[src/lirs_pkg.sv]
package lirs_pkg;

  // sample and fixed-point position format
  localparam int SAMPLE_W  = 16;
  localparam int FRAC_BITS = 16;
  localparam int STEP_W    = 19;
  localparam int POS_W     = 20;

  // cap on outputs per source gap, and the same cap on the tail
  localparam int MAX_OUT = 8;
  localparam int CNT_W   = $clog2(MAX_OUT + 1);

  localparam logic [POS_W-1:0] POS_ONE = POS_W'(1) << FRAC_BITS;
  localparam logic [POS_W-1:0] POS_TWO = POS_W'(2) << FRAC_BITS;

  // configuration register map
  localparam int ADDR_W = 2;
  localparam logic [ADDR_W-1:0] REG_SOURCE_STEP = 2'd0;
  localparam logic [STEP_W-1:0] STEP_RESET      = STEP_W'(65536);

  typedef struct packed {
    logic signed [SAMPLE_W-1:0] sample;
    logic                       last_sample;
  } in_beat_t;

  typedef struct packed {
    logic signed [SAMPLE_W-1:0] left_out;
    logic signed [SAMPLE_W-1:0] right_out;
    logic                       run_end;
    logic                       stream_end;
  } out_beat_t;

endpackage

[src/lirs_mul.sv]
module lirs_mul (
  input  logic                           clk,
  input  logic [lirs_pkg::SAMPLE_W-1:0]  mag,
  input  logic [lirs_pkg::FRAC_BITS-1:0] frac,
  output logic [lirs_pkg::SAMPLE_W-1:0]  prod_hi
);

  logic [lirs_pkg::SAMPLE_W+lirs_pkg::FRAC_BITS-1:0] prod;

  // magnitude times fraction, truncated toward zero
  assign prod = {{lirs_pkg::FRAC_BITS{1'b0}}, mag} *
                {{lirs_pkg::SAMPLE_W{1'b0}}, frac};

  always_ff @(posedge clk) begin
    prod_hi <= prod[lirs_pkg::SAMPLE_W+lirs_pkg::FRAC_BITS-1:lirs_pkg::FRAC_BITS];
  end

endmodule

[src/linear_interp_resampler_core.sv]
// Linear-interpolation resampler: each input beat carries one 16-bit source sample; a Q16
// position accumulator advances by source_step (register 0, Q16, reset 1.0) per output, and
// every output whose position falls between the previous sample and this one is emitted as
// prev + trunc(frac * (cur - prev)), left and right equal. The first sample of a stream only
// primes the state. On a beat marked last_sample the outputs up to one sample past it are
// also emitted holding that sample, and the stream state returns to reset. run_end flags the
// last output of each input beat, stream_end the final output of the stream. At most 8
// outputs come from one gap and 8 from the tail. The block takes one beat at a time
// (in_ready only while idle). Each interpolated output of a beat passes through the shared
// registered multiplier and then through the add into the output register; each tail
// output goes straight into the output register, and both wait while the output side
// stalls. The output register lets the block finish a beat while its last result is
// still waiting to be taken.
module linear_interp_resampler_core (
  input  logic                          clk,
  input  logic                          rst_n,
  // input beats
  input  logic                          in_valid,
  output logic                          in_ready,
  input  lirs_pkg::in_beat_t            in_data,
  // output beats
  output logic                          out_valid,
  input  logic                          out_ready,
  output lirs_pkg::out_beat_t           out_data,
  // configuration port
  input  logic                          psel,
  input  logic                          penable,
  input  logic                          pwrite,
  input  logic [lirs_pkg::ADDR_W-1:0]   paddr,
  input  logic [31:0]                   pwdata,
  output logic [31:0]                   prdata,
  output logic                          pready
);

  // sequencer states
  localparam logic [1:0] ST_IDLE = 2'd0;  // waiting for an input beat
  localparam logic [1:0] ST_MUL  = 2'd1;  // multiplier works on the current position
  localparam logic [1:0] ST_EMIT = 2'd2;  // interpolated value goes to the output register
  localparam logic [1:0] ST_TAIL = 2'd3;  // outputs after the last sample, holding it

  localparam int SW = lirs_pkg::SAMPLE_W;
  localparam int PW = lirs_pkg::POS_W;
  localparam int CW = lirs_pkg::CNT_W;

  logic [1:0]                     state_r, state_nxt;
  logic [lirs_pkg::STEP_W-1:0]    step_r, step_nxt;
  logic [SW-1:0]                  prev_r, prev_nxt;
  logic                           have_prev_r, have_prev_nxt;
  logic [PW-1:0]                  pos_r, pos_nxt;
  logic [CW-1:0]                  cnt_r, cnt_nxt;
  logic [SW-1:0]                  base_r, base_nxt;   // start sample of the gap
  logic [SW-1:0]                  cur_r, cur_nxt;     // sample of the beat at work
  logic [SW-1:0]                  mag_r, mag_nxt;     // |cur - base|
  logic                           neg_r, neg_nxt;
  logic                           last_r, last_nxt;
  logic                           out_valid_r, out_valid_nxt;
  lirs_pkg::out_beat_t            out_r, out_nxt;

  logic [SW-1:0]                  prod_hi;
  logic                           in_fire;
  logic                           cfg_wr;
  logic                           slot_free;
  logic [PW-1:0]                  pos_step;
  logic [CW-1:0]                  cnt_inc;
  logic                           more;
  logic [PW-1:0]                  pos_adj;
  logic                           tail_go;
  logic [SW:0]                    diff;
  logic [SW:0]                    diff_mag;
  logic [SW:0]                    lerp_sum;
  logic [SW-1:0]                  lerp_val;

  // shared multiplier, registered output
  lirs_mul u_mul (
    .clk     (clk),
    .mag     (mag_r),
    .frac    (pos_r[lirs_pkg::FRAC_BITS-1:0]),
    .prod_hi (prod_hi)
  );

  assign in_ready  = (state_r == ST_IDLE);
  assign in_fire   = in_valid && in_ready;
  assign out_valid = out_valid_r;
  assign out_data  = out_r;
  assign pready    = 1'b1;
  assign cfg_wr    = psel && penable && pwrite && (paddr == lirs_pkg::REG_SOURCE_STEP);

  always_comb begin
    if (paddr == lirs_pkg::REG_SOURCE_STEP) begin
      prdata = {{(32 - lirs_pkg::STEP_W){1'b0}}, step_r};
    end else begin
      prdata = '0;
    end
  end

  // lookahead: position after this output, and what follows it
  assign slot_free = !out_valid_r || out_ready;
  assign pos_step  = pos_r + {{(PW - lirs_pkg::STEP_W){1'b0}}, step_r};
  assign cnt_inc   = cnt_r + CW'(1);
  assign more      = (pos_step < lirs_pkg::POS_ONE) && (cnt_inc < CW'(lirs_pkg::MAX_OUT));
  // a gap that ends below one sample was cut by the cap, position restarts at zero
  assign pos_adj   = (pos_step < lirs_pkg::POS_ONE) ? '0 : pos_step - lirs_pkg::POS_ONE;
  // the tail emits at least once when the adjusted position is below one sample
  assign tail_go   = pos_step < lirs_pkg::POS_TWO;

  // difference of the new sample to the previous one, as sign and magnitude
  assign diff      = {in_data.sample[SW-1], in_data.sample} - {prev_r[SW-1], prev_r};
  assign diff_mag  = diff[SW] ? (~diff + (SW+1)'(1)) : diff;

  // base plus or minus the truncated product never leaves the sample range
  assign lerp_sum  = neg_r ? ({base_r[SW-1], base_r} - {1'b0, prod_hi})
                           : ({base_r[SW-1], base_r} + {1'b0, prod_hi});
  assign lerp_val  = lerp_sum[SW-1:0];

  always_comb begin
    state_nxt     = state_r;
    step_nxt      = step_r;
    prev_nxt      = prev_r;
    have_prev_nxt = have_prev_r;
    pos_nxt       = pos_r;
    cnt_nxt       = cnt_r;
    base_nxt      = base_r;
    cur_nxt       = cur_r;
    mag_nxt       = mag_r;
    neg_nxt       = neg_r;
    last_nxt      = last_r;
    out_nxt       = out_r;
    out_valid_nxt = out_valid_r && !out_ready;

    if (cfg_wr) begin
      step_nxt = pwdata[lirs_pkg::STEP_W-1:0];
    end

    unique case (state_r)
      ST_IDLE: begin
        if (in_fire) begin
          cur_nxt  = in_data.sample;
          last_nxt = in_data.last_sample;
          base_nxt = prev_r;
          neg_nxt  = diff[SW];
          mag_nxt  = diff_mag[SW-1:0];
          cnt_nxt  = '0;
          // a last beat leaves the stream state at reset
          prev_nxt      = in_data.last_sample ? '0 : in_data.sample;
          have_prev_nxt = !in_data.last_sample;
          if (!have_prev_r) begin
            // first sample of a stream
            pos_nxt = '0;
            if (in_data.last_sample) begin
              state_nxt = ST_TAIL;
            end
          end else if (pos_r < lirs_pkg::POS_ONE) begin
            state_nxt = ST_MUL;
          end else if (in_data.last_sample && (pos_r < lirs_pkg::POS_TWO)) begin
            // gap empty, tail still has outputs
            pos_nxt   = pos_r - lirs_pkg::POS_ONE;
            state_nxt = ST_TAIL;
          end else if (in_data.last_sample) begin
            pos_nxt = '0;
          end else begin
            // step past the whole gap
            pos_nxt = pos_r - lirs_pkg::POS_ONE;
          end
        end
      end
      ST_MUL: begin
        state_nxt = ST_EMIT;
      end
      ST_EMIT: begin
        if (slot_free) begin
          out_valid_nxt      = 1'b1;
          out_nxt.left_out   = lerp_val;
          out_nxt.right_out  = lerp_val;
          out_nxt.run_end    = !more && !(last_r && tail_go);
          out_nxt.stream_end = !more && last_r && !tail_go;
          if (more) begin
            pos_nxt   = pos_step;
            cnt_nxt   = cnt_inc;
            state_nxt = ST_MUL;
          end else if (last_r && tail_go) begin
            pos_nxt   = pos_adj;
            cnt_nxt   = '0;
            state_nxt = ST_TAIL;
          end else if (last_r) begin
            pos_nxt   = '0;
            state_nxt = ST_IDLE;
          end else begin
            pos_nxt   = pos_adj;
            state_nxt = ST_IDLE;
          end
        end
      end
      ST_TAIL: begin
        if (slot_free) begin
          out_valid_nxt      = 1'b1;
          out_nxt.left_out   = cur_r;
          out_nxt.right_out  = cur_r;
          out_nxt.run_end    = !more;
          out_nxt.stream_end = !more;
          if (more) begin
            pos_nxt = pos_step;
            cnt_nxt = cnt_inc;
          end else begin
            pos_nxt   = '0;
            state_nxt = ST_IDLE;
          end
        end
      end
      default: begin
        state_nxt = ST_IDLE;
      end
    endcase
  end

  always_ff @(posedge clk) begin
    if (!rst_n) begin
      state_r     <= ST_IDLE;
      step_r      <= lirs_pkg::STEP_RESET;
      prev_r      <= '0;
      have_prev_r <= 1'b0;
      pos_r       <= '0;
      cnt_r       <= '0;
      out_valid_r <= 1'b0;
    end else begin
      state_r     <= state_nxt;
      step_r      <= step_nxt;
      prev_r      <= prev_nxt;
      have_prev_r <= have_prev_nxt;
      pos_r       <= pos_nxt;
      cnt_r       <= cnt_nxt;
      out_valid_r <= out_valid_nxt;
    end
  end

  // payload, no reset needed
  always_ff @(posedge clk) begin
    base_r <= base_nxt;
    cur_r  <= cur_nxt;
    mag_r  <= mag_nxt;
    neg_r  <= neg_nxt;
    last_r <= last_nxt;
    out_r  <= out_nxt;
  end

`ifndef NO_ASSERTIONS
  // stream end is always also the end of its beat's run
  a_stream_end_run_end: assert property (@(posedge clk) disable iff (!rst_n)
    out_valid_r |-> (!out_r.stream_end || out_r.run_end))
    else $error("stream_end without run_end");

  // both channels carry the same value
  a_left_right: assert property (@(posedge clk) disable iff (!rst_n)
    out_valid_r |-> (out_r.left_out == out_r.right_out))
    else $error("left and right differ");

  // a last beat clears the stream state
  a_last_clears: assert property (@(posedge clk) disable iff (!rst_n)
    (in_valid && in_ready && in_data.last_sample) |=> !have_prev_r)
    else $error("stream state kept after last sample");

  // the multiplier only ever sees a position below one sample
  a_mul_frac: assert property (@(posedge clk) disable iff (!rst_n)
    (state_r == ST_MUL) |-> (pos_r < lirs_pkg::POS_ONE))
    else $error("interpolation position out of range");
`endif

endmodule
[config.mk]
export PLATFORM = sky130hd
export DESIGN_NAME = linear_interp_resampler_core
export DESIGN_NICKNAME = d
export VERILOG_FILES = /design/src/lirs_pkg.sv /design/src/lirs_mul.sv /design/src/linear_interp_resampler_core.sv
export SDC_FILE = /design/constraint.sdc
export NUM_CORES = 1
export LEC_CHECK = 0
export BUFFER_PORTS_ARGS = -buffer_cell sky130_fd_sc_hd__buf_4
export CAP_MARGIN = 20
export CORE_UTILIZATION = 45
export CTS_CLUSTER_SIZE = 40
export DETAILED_ROUTE_END_ITERATION = 10
export GPL_ROUTABILITY_DRIVEN = 0
export PLACE_DENSITY_LB_ADDON = 0.1
export SLEW_MARGIN = 20
export SYNTH_ARGS = -nofsm -noshare
export SYNTH_HDL_FRONTEND = slang
export SYNTH_SLANG_ARGS = --single-unit
[constraint.sdc]
create_clock -name clk -period 7.9 [get_ports clk]
set_clock_uncertainty 0.2 [all_clocks]
set_input_delay 0.395 -clock clk [delete_from_list [all_inputs] [get_ports clk]]
set_output_delay 0.395 -clock clk [all_outputs]
set_load 0.05 [all_outputs]
==> flow_summary.toml <==
[global_route]
grt_max_degree = 80
gr-total-overflow = 0
track_usage = 0.222
grt_pass1_vias = 12300
antenna_found_initial = 0
grt_pass1_wl_um = 64200

[final_layout]
num_antenna_cells = 0
areaGrowthSynthToFinish_pct = 11.6
fill_cells = 3406
instances_no_fill = 2372
final_area_um2 = 18300
drive_gt1_frac = 0.0911
finish.net_count = 2308

[worst_setup_path]
end_kind = "register"
worst_ep_arrival_time_ns = 6.90
criticalPathCategory = "register to register"
max_stage_delay_ns = 0.84
cp_max_fo = 18
worstPathCellList = "nand2_1, fa_1, fa_1, fa_1, inv_1, fa_1, fa_1, inv_1, fa_1, inv_1, ha_1, a21o_1, a21o_1, a21o_1, a21oi_1, nand3_1, a31oi_1, o31ai_1, a21oi_1, xnor2_1"
cpMostUsedCell = "fa_1"
start_kind = "register"
cpMaxStageDelayCell = "dfxtp_1"
cp.required_ns = 8.06

[logic_synthesis]
ys_types = 75
synth_edf_count = 68
yosysTopAreaCellShare = 0.239
synth_area_um2 = 16400
synth.avg_cell_area_um2 = 9.07
yosysSeqAreaShare = 0.221
synth-seq-cells = 147
synth_area_leader_cell = "fa_1"
async_flop_share = 0
ys.flop_type = "dfxtp_1"
synthCells = 1811
yosysWarningCount = 0
yosys-top-cells-area = "fa_1, edfxtp_1, ha_1, dfxtp_1, inv_1"

[place]
post-dp-hpwl_um = 31000
io_buffer_count = 99
place_inst = 2317
placed_area_um2 = 17500

[cts]
clock_latency_ns = 0.43
clkSinkCount = 147
clk_pin_slew_ns = 0.07
tritoncts = "done"
numCtsBuffers = 17
postCtsSetupBuffers = 0
htreeDepth = 4
root_buffer = "clkbuf_16"
clockBufferDepth = 2

[floorplan]
dieArea_um2 = 37300
die_y_um = 193
die_x_um = 193
ios = 127
core_area_um2 = 35700
start_util = 0.459
row_count = 69

[route]
route.antenna.remaining_nets = 0
first_iter_violations = 539
avgRoutedWirePerCell_um = 16.8
vias = 12400
routed_wl_um = 39800
drcViolationCount = 0
dr.pass1.iters = 7
vias_per_cell = 5.21

[sta]
min_period_over_period = 0.853
setup_viol = 0
hold_viol = 0
rsz0062_at_grt = "false"
fin_crit_ns = 6.74
worst_slew_pin_slew_ns = 0.993
finalSetupTns_ns = 0
drv_slew = 0
max_slew_margin = 0.335
max_freq_mhz = 148

[pwr]
p_leak_nw = 8.63
p_per_area_nw_per_um2 = 175
peakVddDrop_v = 0.000238
design_power_total_mw = 3.21

[worst_hold_path]
hold_class = "input port to register"

[run_status]
status = "complete, no violations"

[run]
drv_cap = 0
[cells in the final DEF, fill, tap and decap left out, types with 4 or more instances in the layout]
cell type / count
buf_4: 122
fa_1: 196
a21oi_1: 87
and3_1: 9
nor2b_1: 10
o21ai_0: 34
o211ai_1: 4
o2111ai_1: 4
conb_1: 14
nor3_1: 23
nand2_1: 220
ha_1: 156
a211oi_1: 14
nand2b_1: 13
o31ai_1: 5
or2_2: 4
a31oi_1: 24
a21o_1: 17
or3_1: 8
and2_1: 141
o21ai_1: 12
inv_6: 4
nor2_1: 97
mux2i_1: 5
xor2_1: 24
dfxtp_1: 79
clkbuf_16: 17
edfxtp_1: 68
inv_1: 280
o21bai_1: 8
a22o_1: 15
nand3_1: 25
xnor2_1: 57
nand4_1: 8
dlygate4sd3_1: 23
o21a_1: 11
[flip-flops by register name, summed over array words and instances (netlist names), 16 cells and up]
signal	flops
mag_r	16
out_data	18
prev_r	16
base_r	16
step_r	19
cur_r	16
u_mul.prod_hi	16
pos_r	20
[cell type report]
| type | count | area (um2) | area share |
|---|---|---|---|
| well taps | 461 | 577 | 0.0315 |
| clock inverters | 15 | 155 | 0.00847 |
| clock buffers | 17 | 425 | 0.0232 |
| repair buffers | 145 | 1150 | 0.0626 |
| flip-flops and latches | 147 | 3620 | 0.198 |
| multi-input cells | 1305 | 11300 | 0.619 |
| inverters | 282 | 1060 | 0.0578 |
[final timing paths]
kind / end / start / slack, ns / cells past startpoint
setup / recovery: u_mul.prod_hi[10] / pos_r[1] / 1.16 / 20
hold / removal: step_r[14] / pwdata[14] / 0.02 / 3
setup reg to reg: u_mul.prod_hi[10] / pos_r[1] / 1.16 / 20
hold reg to reg: base_r[9] / prev_r[9] / 0.23 / 0
[metrics by stage]
| step | utilization | hold WS (ns) | setup WS [ns] |
|---|---|---|---|
| floorplan | - | 0.208 | 1.76 |
| global placement | 0.490 | 0.211 | 1.14 |
| detailed placement | 0.490 | 0.215 | 1.11 |
| CTS | 0.513 | 0.000975 | 1.09 |
| global route | 0.513 | 0.0133 | 0.800 |
| finish | 0.513 | 0.0166 | 1.16 |
[critical path, delay by kind of cell (launching register included)]
family          cells  cell delay [ns]
compound gates      7             1.49
xor+xnor            1             0.13
fa+ha+maj           7             3.41
buf+inv             3             0.15
flops               1             0.84
simple gates        2             0.43
[synthesized netlist by cell type, types with 25 or more instances]
cell type  instances
fa_1             196
o21ai_0           34
inv_1            281
ha_1             156
nand2_1          221
buf_4             31
nand3_1           25
a21oi_1           87
nor2_1            97
and2_1           141
dfxtp_1           79
edfxtp_1          68
clkbuf_1          57
xnor2_1           57
[cells by family (layout without fill, tap and decap cells)]
logic type,count (synthesis),in the layout,synth area share
AND/OR/NAND/NOR,577,577,0.171
buffers and inverters,371,459,0.0920
adder cells (fa/ha/maj),352,352,0.358
AO/OA/AOI/OAI,273,273,0.109
flip-flops,147,147,0.221
XOR/XNOR,82,82,0.0449
multiplexers,7,7,0.00442
other,2,14,0.000457
[metal layers]
metal	up-vias	wire [um]	GRT usage
li1	6021	-	-
met3	32	1200	0.0237
met1	6120	19000	0.307
met5	-	0	0
met2	196	19100	0.373
met4	0	582	0.0544
[what timing repair did]
action / in CTS / in global routing
endpoints found under the hold margin: 23 / 0
hold buffers: 23 / 0
gates resized for setup: 0 / 0
[power by group]
part / switching (mW) / internal [mW] / total [mW]
Combinational: 0.826 / 0.411 / 1.24
Clock: 0.346 / 0.467 / 0.813
Sequential: 0.174 / 0.985 / 1.16
(Power assumes the default switching activity.)
